## config.mk

```make
export PLATFORM = sky130hd
export DESIGN_NAME = ppioba_cell
export DESIGN_NICKNAME = d
export VERILOG_FILES = /design/src/design/ppioba_pkg.sv /design/src/design/ppioba_cell.sv
export SDC_FILE = /design/constraint.sdc
export NUM_CORES = 1
export LEC_CHECK = 0
export ABC_AREA = 1
export ABC_CLOCK_PERIOD_IN_PS = 13210
export BUFFER_PORTS_ARGS = -buffer_cell sky130_fd_sc_hd__buf_2
export CORE_AREA = 4 4 294 296
export DETAILED_ROUTE_END_ITERATION = 16
export DIE_AREA = 0 0 298 300
export MAX_ROUTING_LAYER = met4
export PLACE_DENSITY = 0.5
export SETUP_SLACK_MARGIN = 0.02
export SLEW_MARGIN = 20
export SYNTH_ARGS = -nofsm -noshare
export SYNTH_HDL_FRONTEND = slang
export SYNTH_SLANG_ARGS = --single-unit
```

## constraint.sdc

```tcl
create_clock -name clk -period 13.21 [get_ports clk]
set_clock_uncertainty 0.2 [all_clocks]
set_input_delay 1.321 -clock clk [delete_from_list [all_inputs] [get_ports clk]]
set_output_delay 1.321 -clock clk [all_outputs]
set_load 0.1 [all_outputs]
```

## src/design/ppioba_pkg.sv

```systemverilog
// ----------------------------------------------------------------------------
// ppioba_pkg
// Shared types and constants for the per-process io byte accounting core.
// ----------------------------------------------------------------------------
package ppioba_pkg;

  localparam logic [1:0] MODE_ACCESS  = 2'd0;
  localparam logic [1:0] MODE_TICK    = 2'd1;
  localparam logic [1:0] MODE_READOUT = 2'd2;
  localparam logic [1:0] MODE_RESTART = 2'd3;

  localparam logic [2:0] OP_READ  = 3'd0;
  localparam logic [2:0] OP_WRITE = 3'd1;

  localparam logic [1:0] KIND_ENTRY    = 2'd0;
  localparam logic [1:0] KIND_OVERFLOW = 2'd1;
  localparam logic [1:0] KIND_EMPTY    = 2'd2;

  localparam logic REG_ENABLED = 1'b0;
  localparam logic REG_WINDOW  = 1'b1;

  localparam logic [13:0] WINDOW_MAX    = 14'd10000;
  localparam logic [13:0] WINDOW_RESET  = 14'd5000;
  localparam logic [13:0] TICK_SAT      = 14'h3fff;
  localparam int          KB_SHIFT      = 10;

  typedef struct packed {
    logic [21:0] pid;
    logic [63:0] start;
    logic [63:0] rd;
    logic [63:0] wr;
  } entry_t;

  typedef struct packed {
    logic        capture;
    logic        ins;
    logic        drain;
    logic        add;
    logic        add_rd;
    logic        add_wr;
    logic [31:0] bytes;
  } cell_ctrl_t;

  typedef enum logic [1:0] {
    ST_IDLE,
    ST_UPDATE,
    ST_DRAIN,
    ST_TAIL
  } state_t;

endpackage

```

## src/design/ppioba_cell.sv

```systemverilog
// ----------------------------------------------------------------------------
// ppioba_cell
// One table slot: key compare, read/write byte counters, shifts to neighbors.
// ----------------------------------------------------------------------------
module ppioba_cell (
  input  logic                   clk,
  input  logic                   rst,
  input  ppioba_pkg::cell_ctrl_t ctrl,
  input  logic                   valid,
  input  logic [21:0]            key_pid,
  input  logic [63:0]            key_start,
  input  ppioba_pkg::entry_t     prev_entry,
  input  ppioba_pkg::entry_t     next_entry,
  output ppioba_pkg::entry_t     entry,
  output logic                   hit
);
  import ppioba_pkg::*;

  always_ff @(posedge clk) begin
    if (rst) begin
      hit <= 1'b0;
    end else if (ctrl.capture) begin
      hit <= valid && (entry.pid == key_pid) && (entry.start == key_start);
    end
  end

  always_ff @(posedge clk) begin
    if (ctrl.ins) begin
      entry <= prev_entry;
    end else if (ctrl.drain) begin
      entry <= next_entry;
    end else if (ctrl.add && hit) begin
      if (ctrl.add_rd) begin
        entry.rd <= entry.rd + {32'd0, ctrl.bytes};
      end
      if (ctrl.add_wr) begin
        entry.wr <= entry.wr + {32'd0, ctrl.bytes};
      end
    end
  end

endmodule

```

Yosys cells after proc, flatten, opt, wreduce, memory -nomap -nowiden
Index checks and enable logic that the tools add are counted.
{"block": "word_totals", "rom_bits": 0, "memories": 0, "latch_bits": 0, "ramBits": 0, "reg_bits": 215}
{"block": "op_classes", "n_shift": 0, "magnitude_cmp": 0, "n_div": 0, "n_mux": 6, "n_reduce_logical": 9, "mul": 0, "bitwise": 0, "add_sub_neg": 2, "eq_ne": 2}
{"cell": "two-way mux 128 bit", "count": 2}
{"cell": "two-way mux 214 bit", "count": 1}
{"cell": "adder 64 x 32 -> 64 bit", "count": 2}
{"cell": "two-way mux 64 bit", "count": 2}
{"cell": "two-way mux 86 bit", "count": 1}
{"cell": "== test 64 bit", "count": 1}
{"cell": "== test 22 bit", "count": 1}
{"cell": "nonzero test 3 bit", "count": 3}
{"cell": "AND reduction 2 bit", "count": 2}
{"cell": "logical AND 1 bit", "count": 3}
{"cell": "nonzero test 2 bit", "count": 1}

Depth between registers and ports, before layout
Gate-level depths: netlist of run 1.
{"block": "depth", "ltp_word": 5, "ltp_mapped": 16, "ltp_nobuf": 16}

Worst setup path after synthesis of run 1
OpenSTA, ideal clock, no wires.
{"block": "synth_path", "path_type": "input port to flip-flop", "start": "input port ctrl[36] (netlist name)", "end": "register entry[119] (netlist name) (data pin)", "required_ns": 12.754, "t_arrival_ns": 4.614, "setup_time_ns": 0.256, "path_stages": 7, "slack_ns": 8.140, "cell_sequence": "clkbuf_1 -> nor2_1 -> inv_2 -> clkbuf_1 -> nand2_1 -> nand2_1 -> nand2_1"}
{"block": "synth_between", "elab_chain_cells": 1}
{"item": "start, declared", "line_no": "ppioba_cell.sv:8", "rtl": "input ppioba_pkg::cell_ctrl_t ctrl,"}
{"item": "two-way mux 214 bit", "line_no": "ppioba_cell.sv:28", "rtl": "if (ctrl.ins) begin"}
{"item": "end signal, assigned", "line_no": "ppioba_cell.sv:29", "rtl": "entry <= prev_entry;"}
{"item": "end signal, assigned", "line_no": "ppioba_cell.sv:31", "rtl": "entry <= next_entry;"}
{"item": "end, declared", "line_no": "ppioba_cell.sv:14", "rtl": "output ppioba_pkg::entry_t entry,"}
Every way passes these cells.
A chain may end at the register's enable or synchronous reset.

Final worst setup path of run 1
{"block": "layout_path", "start": "input port ctrl[35] (netlist name)", "end": "register entry[31] (netlist name) (data pin)"}
{"block": "layout_between", "elab_chain_cells": 2}
{"item": "two-way mux 128 bit", "line_no": "ppioba_cell.sv:30", "rtl": "end else if (ctrl.drain) begin"}
{"item": "two-way mux 214 bit", "line_no": "ppioba_cell.sv:28"}
Every way passes these cells.

==> out/qor.csv, run 1 <==
stage,metric,value,unit
cells_and_area,"most common cell after layout, fill and taps aside",nand2_1,
power,Psw,1.59,mW
power,maximum vdd drop,0.0956,mV
flow_run,Max Cap Violations,0,
yosys,Post-synth EDFFs,214,
drt,TritonRoute pass-1 iters,6,
drt,drc violations,0,
setup_path,WP buf/inv,4,
yosys,mean post-synth cell area,6.15,um2
setup_path,Crit path required time,13.37,ns
clock_tree,CTS Hold Bufs,0,
clock_tree,Sink Count,215,
global_routing,Overflow after GRT,0,
drt,Via density,4.54,
setup_path,Worst Setup Start Kind,primary input,
power,Leak,14.0,nW
cells_and_area,"commonest non-fill, non-tap cells in the layout","nand2_1 (1493), buf_2 (768), inv_1 (444), nor2_1 (227), edfxtp_1 (214)",
power,clock power share,0.254,
clock_tree,H-tree Lvls,1,
clock_tree,Num CTS Buffers,30,
yosys,Unique masters post-synth,43,
die,Core Box Area,0.0836,mm2
placement,Port Buffers,769,
global_routing,vias in the first global route,22357,
sta,setup_tns,0,ns
sta,count of final hold-check violations,0,
setup_path,critical path type,primary input to flop,
yosys,syn nets,3793,
clock_tree,clock latency on the worst-skew pair,0.61,ns
drt,Avg WL per Cell,21.1,um
clock_tree,post_cts resized,0,
die,# IOs,770,
die,die area,0.0894,mm2
placement,Placer Congestion,0.972,
setup_path,Critical-path top delay cell,buf_4,
setup_path,CP Capture Type,flop,
power,Seq pwr share,0.294,
clock_tree,total setup buffers inserted after CTS,0,
drt,Routed Antenna Nets,0,
sta,Tmin final,3.97,ns
die,initial core utilization,0.233,
power,PD cells,128,mW/mm2
min_path,class of the worst hold path,flop to flop,
sta,final setup fails,0,
setup_path,crit path max fanout,99,
yosys,Post-synth ARST share,0,
cells_and_area,post-layout net count,4527,
power,Combinational Power Share,0.452,
power,P_int,1.66,mW
sta,hold slack,0.401,ns
setup_path,CP cell instances,buf_2 -> buf_4 -> nor2_1 -> inv_6 -> buf_4 -> nand2_1 -> o21ai_0 -> nand2_1,
yosys,synthesized area,0.0195,mm2
global_routing,Total GRT Usage,0.232,
die,Die W,298,um
cells_and_area,Fillers,9543,
drt,final wirelength,106,mm
sta,Worst-Margin Slew,1.07,ns
sta,RSZ-0062 raised after global routing,false,
setup_path,CP Data Arrival Time,4.13,ns
clock_tree,Root Driver,clkbuf_16,
drt,1st-iter DRT viols,1590,
sta,"Period Utilization, post-route",0.300,
clock_tree,clk buf depth,3,
die,chip height,300,um
placement,post-detail-place hpwl,89.0,mm
setup_path,CP max stage delay,0.79,ns
sta,f_max,252,MHz
clock_tree,TritonCTS clock tree,built,
yosys,synthesized flop and latch total,215,
yosys,Most used DFF post-synth,edfxtp_1,
power,Net Sw Frac,0.489,
die,row count,106,
outcome,outcome,"finished, final reports clean",
clock_tree,"CTS clk-pin slew, worst paths",0.06,ns
global_routing,global-route wire length before repair,150,mm
global_routing,initial antenna violation count,32,
sta,Final Max Slew Viols,0,
global_routing,largest net degree at the start of global routing,107,
setup_path,CP top delay family,buffers and inverters,
cells_and_area,area grow syn2layout,30.7,%
cells_and_area,layout cells sized above 1,0.221,
cells_and_area,fin util,0.305,
sta,Slew headroom,0.287,
yosys,post-synthesis sequential area ratio,0.330,
yosys,Yosys warnings,0,
drt,Vias,22822,
yosys,synthesized instance count,3172,
## per-stage QoR
step / worst slack, ns / cell area (um2) / instances / total power [mW]
5_1_grt: 8.98 / 25500 / 5021 / 3.43
2_1_floorplan: 8.14 / 19500 / 3172 / 1.99
3_5_place_dp: 8.51 / 24500 / 4954 / 2.45
6_report: 9.24 / 25500 / 5023 / 3.26
3_3_place_gp: 8.52 / 24500 / 4954 / 2.45
4_1_cts: 9.17 / 25500 / 5004 / 3.29
## area by class of cell
type	instances	area, um2	share of cell area
inverter	456	1720	0.0676
clock inverter	14	151	0.00594
tap	1080	1350	0.0530
sequential	215	6450	0.253
timing repair buffer	776	3910	0.153
multi-input combinational	2427	11100	0.434
antenna	19	47.5	0.00186
clock buffer	36	795	0.0312
## worst reg2reg max path, cell delays in order (launching register included)
cell	delay, ns
edfxtp_1	0.41
ha_1	0.31
fa_1	0.48
nand3_1	0.13
nand3_2	0.10
nand2_1	0.07
nand2_1	0.10
nand2_1	0.10
nand2_1	0.13
nand2_1	0.11
nand2_1	0.16
nand2_1	0.16
nand2_1	0.06
nand2_1	0.05
nand3_1	0.06
nand2_1	0.09
nand2_1	0.05
## path summary, 6_finish.rpt
| kind | from | end | cells past startpoint | slack [ns] |
|---|---|---|---|---|
| max reg2reg | entry[0] | entry[54] | 16 | 10.20 |
| min | hit | hit | 2 | 0.40 |
| min reg2reg | hit | hit | 2 | 0.40 |
| max | ctrl[35] | entry[31] | 8 | 9.24 |
## registers in the layout, summed over array words and instances (netlist names)
| name | cells |
|---|---|
| hit | 1 |
| entry | 214 |
## cell usage after synthesis, drive strengths merged (3+ instances only)
cell type  number  area share
clkbuf         63       0.012
xor2           28       0.013
or2             6      0.0019
nand3b          9      0.0035
nand2        1507        0.29
a22o            3      0.0013
inv           456       0.088
o22ai          15      0.0048
buf            11      0.0027
edfxtp        214        0.33
ha             64       0.041
nor2          239       0.048
nand3         195       0.051
a21oi          64       0.016
xnor2          50       0.022
a21o            6      0.0023
o21bai          9      0.0035
and2            3     0.00096
nand4          34       0.011
and3            3     0.00096
o21ai         133       0.034
nor3           47       0.013
## logic make-up after synthesis
family                   Yosys count  share of synthesized area
AO/OA/AOI/OAI                    235                     0.0645
adder cells (fa/ha/maj)           66                     0.0431
flip-flops                       215                      0.330
buffers and inverters            530                      0.103
XOR/XNOR                          78                     0.0350
AND/OR/NAND/NOR                 2048                      0.424
## power groups by stage
stage / registers, mW / clock network [mW] / logic [mW]
final: 0.957 / 0.827 / 1.47
after global routing: 0.965 / 0.881 / 1.58
after CTS: 0.958 / 0.853 / 1.48
after detailed placement: 0.971 / 0 / 1.48
after global placement: 0.972 / 0 / 1.48
after floorplan: 1.48 / 0 / 0.511
## layer usage
metal,part of all wire,track usage
met5,0,-
met1,0.41,0.273
met4,0.028,0.0585
met3,0.067,0.0413
met2,0.50,0.410
Note: power is estimated with default switching activity, not from simulation.
==> run 2: changes to the inputs <==
--- a/config.mk
+++ b/config.mk
@@ -6,13 +6,13 @@
 export NUM_CORES = 1
 export LEC_CHECK = 0
 export ABC_AREA = 1
-export ABC_CLOCK_PERIOD_IN_PS = 13210
+export ABC_CLOCK_PERIOD_IN_PS = 3300
 export BUFFER_PORTS_ARGS = -buffer_cell sky130_fd_sc_hd__buf_2
 export CORE_AREA = 4 4 294 296
 export DETAILED_ROUTE_END_ITERATION = 16
 export DIE_AREA = 0 0 298 300
 export MAX_ROUTING_LAYER = met4
-export PLACE_DENSITY = 0.5
+export PLACE_DENSITY = 0.52
 export SETUP_SLACK_MARGIN = 0.02
 export SLEW_MARGIN = 20
 export SYNTH_ARGS = -nofsm -noshare
==> constraint.sdc (replaced) <==
create_clock -name clk -period 3.3 [get_ports clk]
set_clock_uncertainty 0.2 [all_clocks]
set_input_delay 0.33 -clock clk [delete_from_list [all_inputs] [get_ports clk]]
set_output_delay 0.33 -clock clk [all_outputs]
set_load 0.1 [all_outputs]
==> run 2 against run 1 <==
Sequential share of layout area shrank 4.2 points; wire length is 5.5% higher; combinational power rose to 4.5 times the previous value; core utilization increased by 6.0 points; sequential power increased to 4.0 times the previous value; register-to-register slack lost 10 ns.
==> out/qor.csv, run 2 (synthesis gave the netlist of run 1 again) <==
stage,metric,value,unit
setup_path,critical path type,flop to flop,
clock_tree,"CTS clk-pin slew, worst paths",0.05,ns
global_routing,vias in the first global route,24449,
sta,Worst-Margin Slew,1.06,ns
global_routing,global-route wire length before repair,159,mm
power,Combinational Power Share,0.460,
power,P_int,7.73,mW
cells_and_area,post-layout net count,4960,
setup_path,Critical-path top delay cell,dlygate4sd3_1,
setup_path,Worst Setup Start Kind,flop,
power,Leak,16.0,nW
sta,final setup fails,0,
cells_and_area,layout cells sized above 1,0.223,
sta,RSZ-0062 raised after global routing,true,
cells_and_area,Final Cell Area,0.0305,mm2
setup_path,CP cell instances,ha_4 -> nand2_1 -> inv_1 -> a21oi_1 -> nand2_2 -> nand2_1 -> nand2_4 -> nand2_1 -> nand2_1 -> nand2_1 -> nand2_1 -> nand2_1 -> nand3_1 -> nand2_1 -> nand2_1 -> dlygate4sd3_1,
cells_and_area,area grow syn2layout,56.6,%
drt,Routed Antenna Nets,0,
power,maximum vdd drop,0.334,mV
setup_path,reg2reg end,entry[39],
drt,TritonRoute pass-1 iters,7,
sta,hold slack,0.0254,ns
power,Net Sw Frac,0.466,
drt,Vias,24989,
setup_path,worst-case reg-to-reg path depth,16,
cells_and_area,Largest register FFs,214,
drt,Via density,4.56,
drt,Avg WL per Cell,20.4,um
clock_tree,H-tree Lvls,2,
die,chip height,300,um
die,Core Box Area,0.0836,mm2
die,row count,106,
sta,count of final hold-check violations,0,
setup_path,Crit path required time,3.37,ns
drt,1st-iter DRT viols,1822,
sta,Final Max Slew Viols,0,
setup_path,crit path max fanout,4,
setup_path,CP max stage delay,0.56,ns
setup_path,Critical Path End,entry[39],
global_routing,Total GRT Usage,0.245,
power,Total Power,14.5,mW
cells_and_area,Reg with most FFs,entry,
die,# IOs,770,
placement,Port Buffers,769,
min_path,class of the worst hold path,primary input to flop,
cells_and_area,"most common cell after layout, fill and taps aside",nand2_1,
sta,Tmin final,3.18,ns
die,die area,0.0894,mm2
global_routing,Overflow after GRT,0,
clock_tree,Sink Count,215,
drt,final wirelength,112,mm
placement,post-detail-place hpwl,91.2,mm
die,Die W,298,um
placement,DP Area,0.0247,mm2
clock_tree,clock latency on the worst-skew pair,0.55,ns
clock_tree,clk buf depth,3,
clock_tree,Root Driver,clkbuf_16,
setup_path,CP Data Arrival Time,3.25,ns
setup_path,reg-to-reg setup timing slack,0.12,ns
global_routing,initial antenna violation count,33,
sta,Slew headroom,0.291,
power,Seq pwr share,0.265,
power,PD cells,474,mW/mm2
cells_and_area,Largest regs,"entry: 214 flops, hit: 1 flops",
setup_path,r2r startpoint,entry[6],
placement,Placer Congestion,0.958,
power,Psw,6.75,mW
cells_and_area,"commonest non-fill, non-tap cells in the layout","nand2_1 (1477), buf_2 (768), inv_1 (444), dlygate4sd3_1 (408), nor2_1 (217)",
sta,f_max,314,MHz
drt,drc violations,0,
power,clock power share,0.276,
sta,"Period Utilization, post-route",0.964,
clock_tree,Num CTS Buffers,34,
global_routing,largest net degree at the start of global routing,92,
setup_path,CP Capture Type,flop,
setup_path,CP most frequent cell,nand2_1,
outcome,outcome,"finished, final reports clean",
die,initial core utilization,0.233,
flow_run,Max Cap Violations,0,
clock_tree,TritonCTS clock tree,built,
setup_path,CP startpoint,entry[6],
==> run 2: worst min path at each step <==
stage / slack [ns] / startpoint / depth (start not counted) / to
floorplan: 0.20 / rst / 1 / hit
global placement: 0.36 / rst / 2 / hit
detailed placement: 0.35 / rst / 2 / hit
CTS: 0.001 / next_entry[17] / 3 / entry[17]
global route: 0.02 / next_entry[66] / 3 / entry[66]
finish: 0.03 / next_entry[17] / 3 / entry[17]
==> run 2: final cells by class <==
| type | count | area [um2] |
|---|---|---|
| Fill cell | 9098 | 53000 |
| Multi-Input combinational cell | 2427 | 11500 |
| Timing Repair Buffer | 1205 | 8240 |
| Sequential cell | 215 | 6450 |
| Inverter | 456 | 1720 |
| Tap cell | 1080 | 1350 |
| Clock buffer | 43 | 948 |
| Clock inverter | 19 | 235 |
| Antenna cell | 34 | 85.1 |
==> run 2: metal layers <==
metal / GRT usage / share of wire / up-vias
li1: - / - / 12327
met1: 0.294 / 0.41 / 11527
met2: 0.413 / 0.48 / 973
met3: 0.0552 / 0.076 / 162
met4: 0.0738 / 0.032 / 0
met5: - / 0 / -
==> run 2: power groups by stage <==
stage	Combinational [mW]	Clock (mW)	Sequential, mW
floorplan	2.04	0	5.92
global placement	5.98	0	3.87
detailed placement	5.97	0	3.87
CTS	6.49	4.10	3.82
global route	7.11	4.21	3.86
finish	6.65	3.99	3.83
==> run 2: metrics by stage <==
| step | TNS [ns] | worst slack [ns] | instances | util |
|---|---|---|---|---|
| 3_3_place_gp | 0 | 0.349 | 4967 | 0.295 |
| 2_1_floorplan | 0 | 0.162 | 3172 | - |
| 5_1_grt | -0.0200 | -0.0154 | 5474 | 0.365 |
| 6_report | 0 | 0.120 | 5479 | 0.366 |
| 4_1_cts | 0 | 0.0407 | 5437 | 0.359 |
| 3_5_place_dp | 0 | 0.322 | 4967 | 0.295 |
==> run 2: critical path: cells and delay by family (launching register included) <==
kind | cells | cell delay [ns]
buffers and inverters | 2 | 0.62
flip-flops | 1 | 0.45
AND/OR/NAND/NOR | 12 | 1.18
adder cells (fa/ha/maj) | 1 | 0.27
AO/OA/AOI/OAI | 1 | 0.18
==> run 2: repair_timing <==
item	CTS	global route
setup endpoints to repair	0	34
hold buffers	408	0
hold endpoints to repair	213	0
resized for setup	0	84
setup buffers	0	8
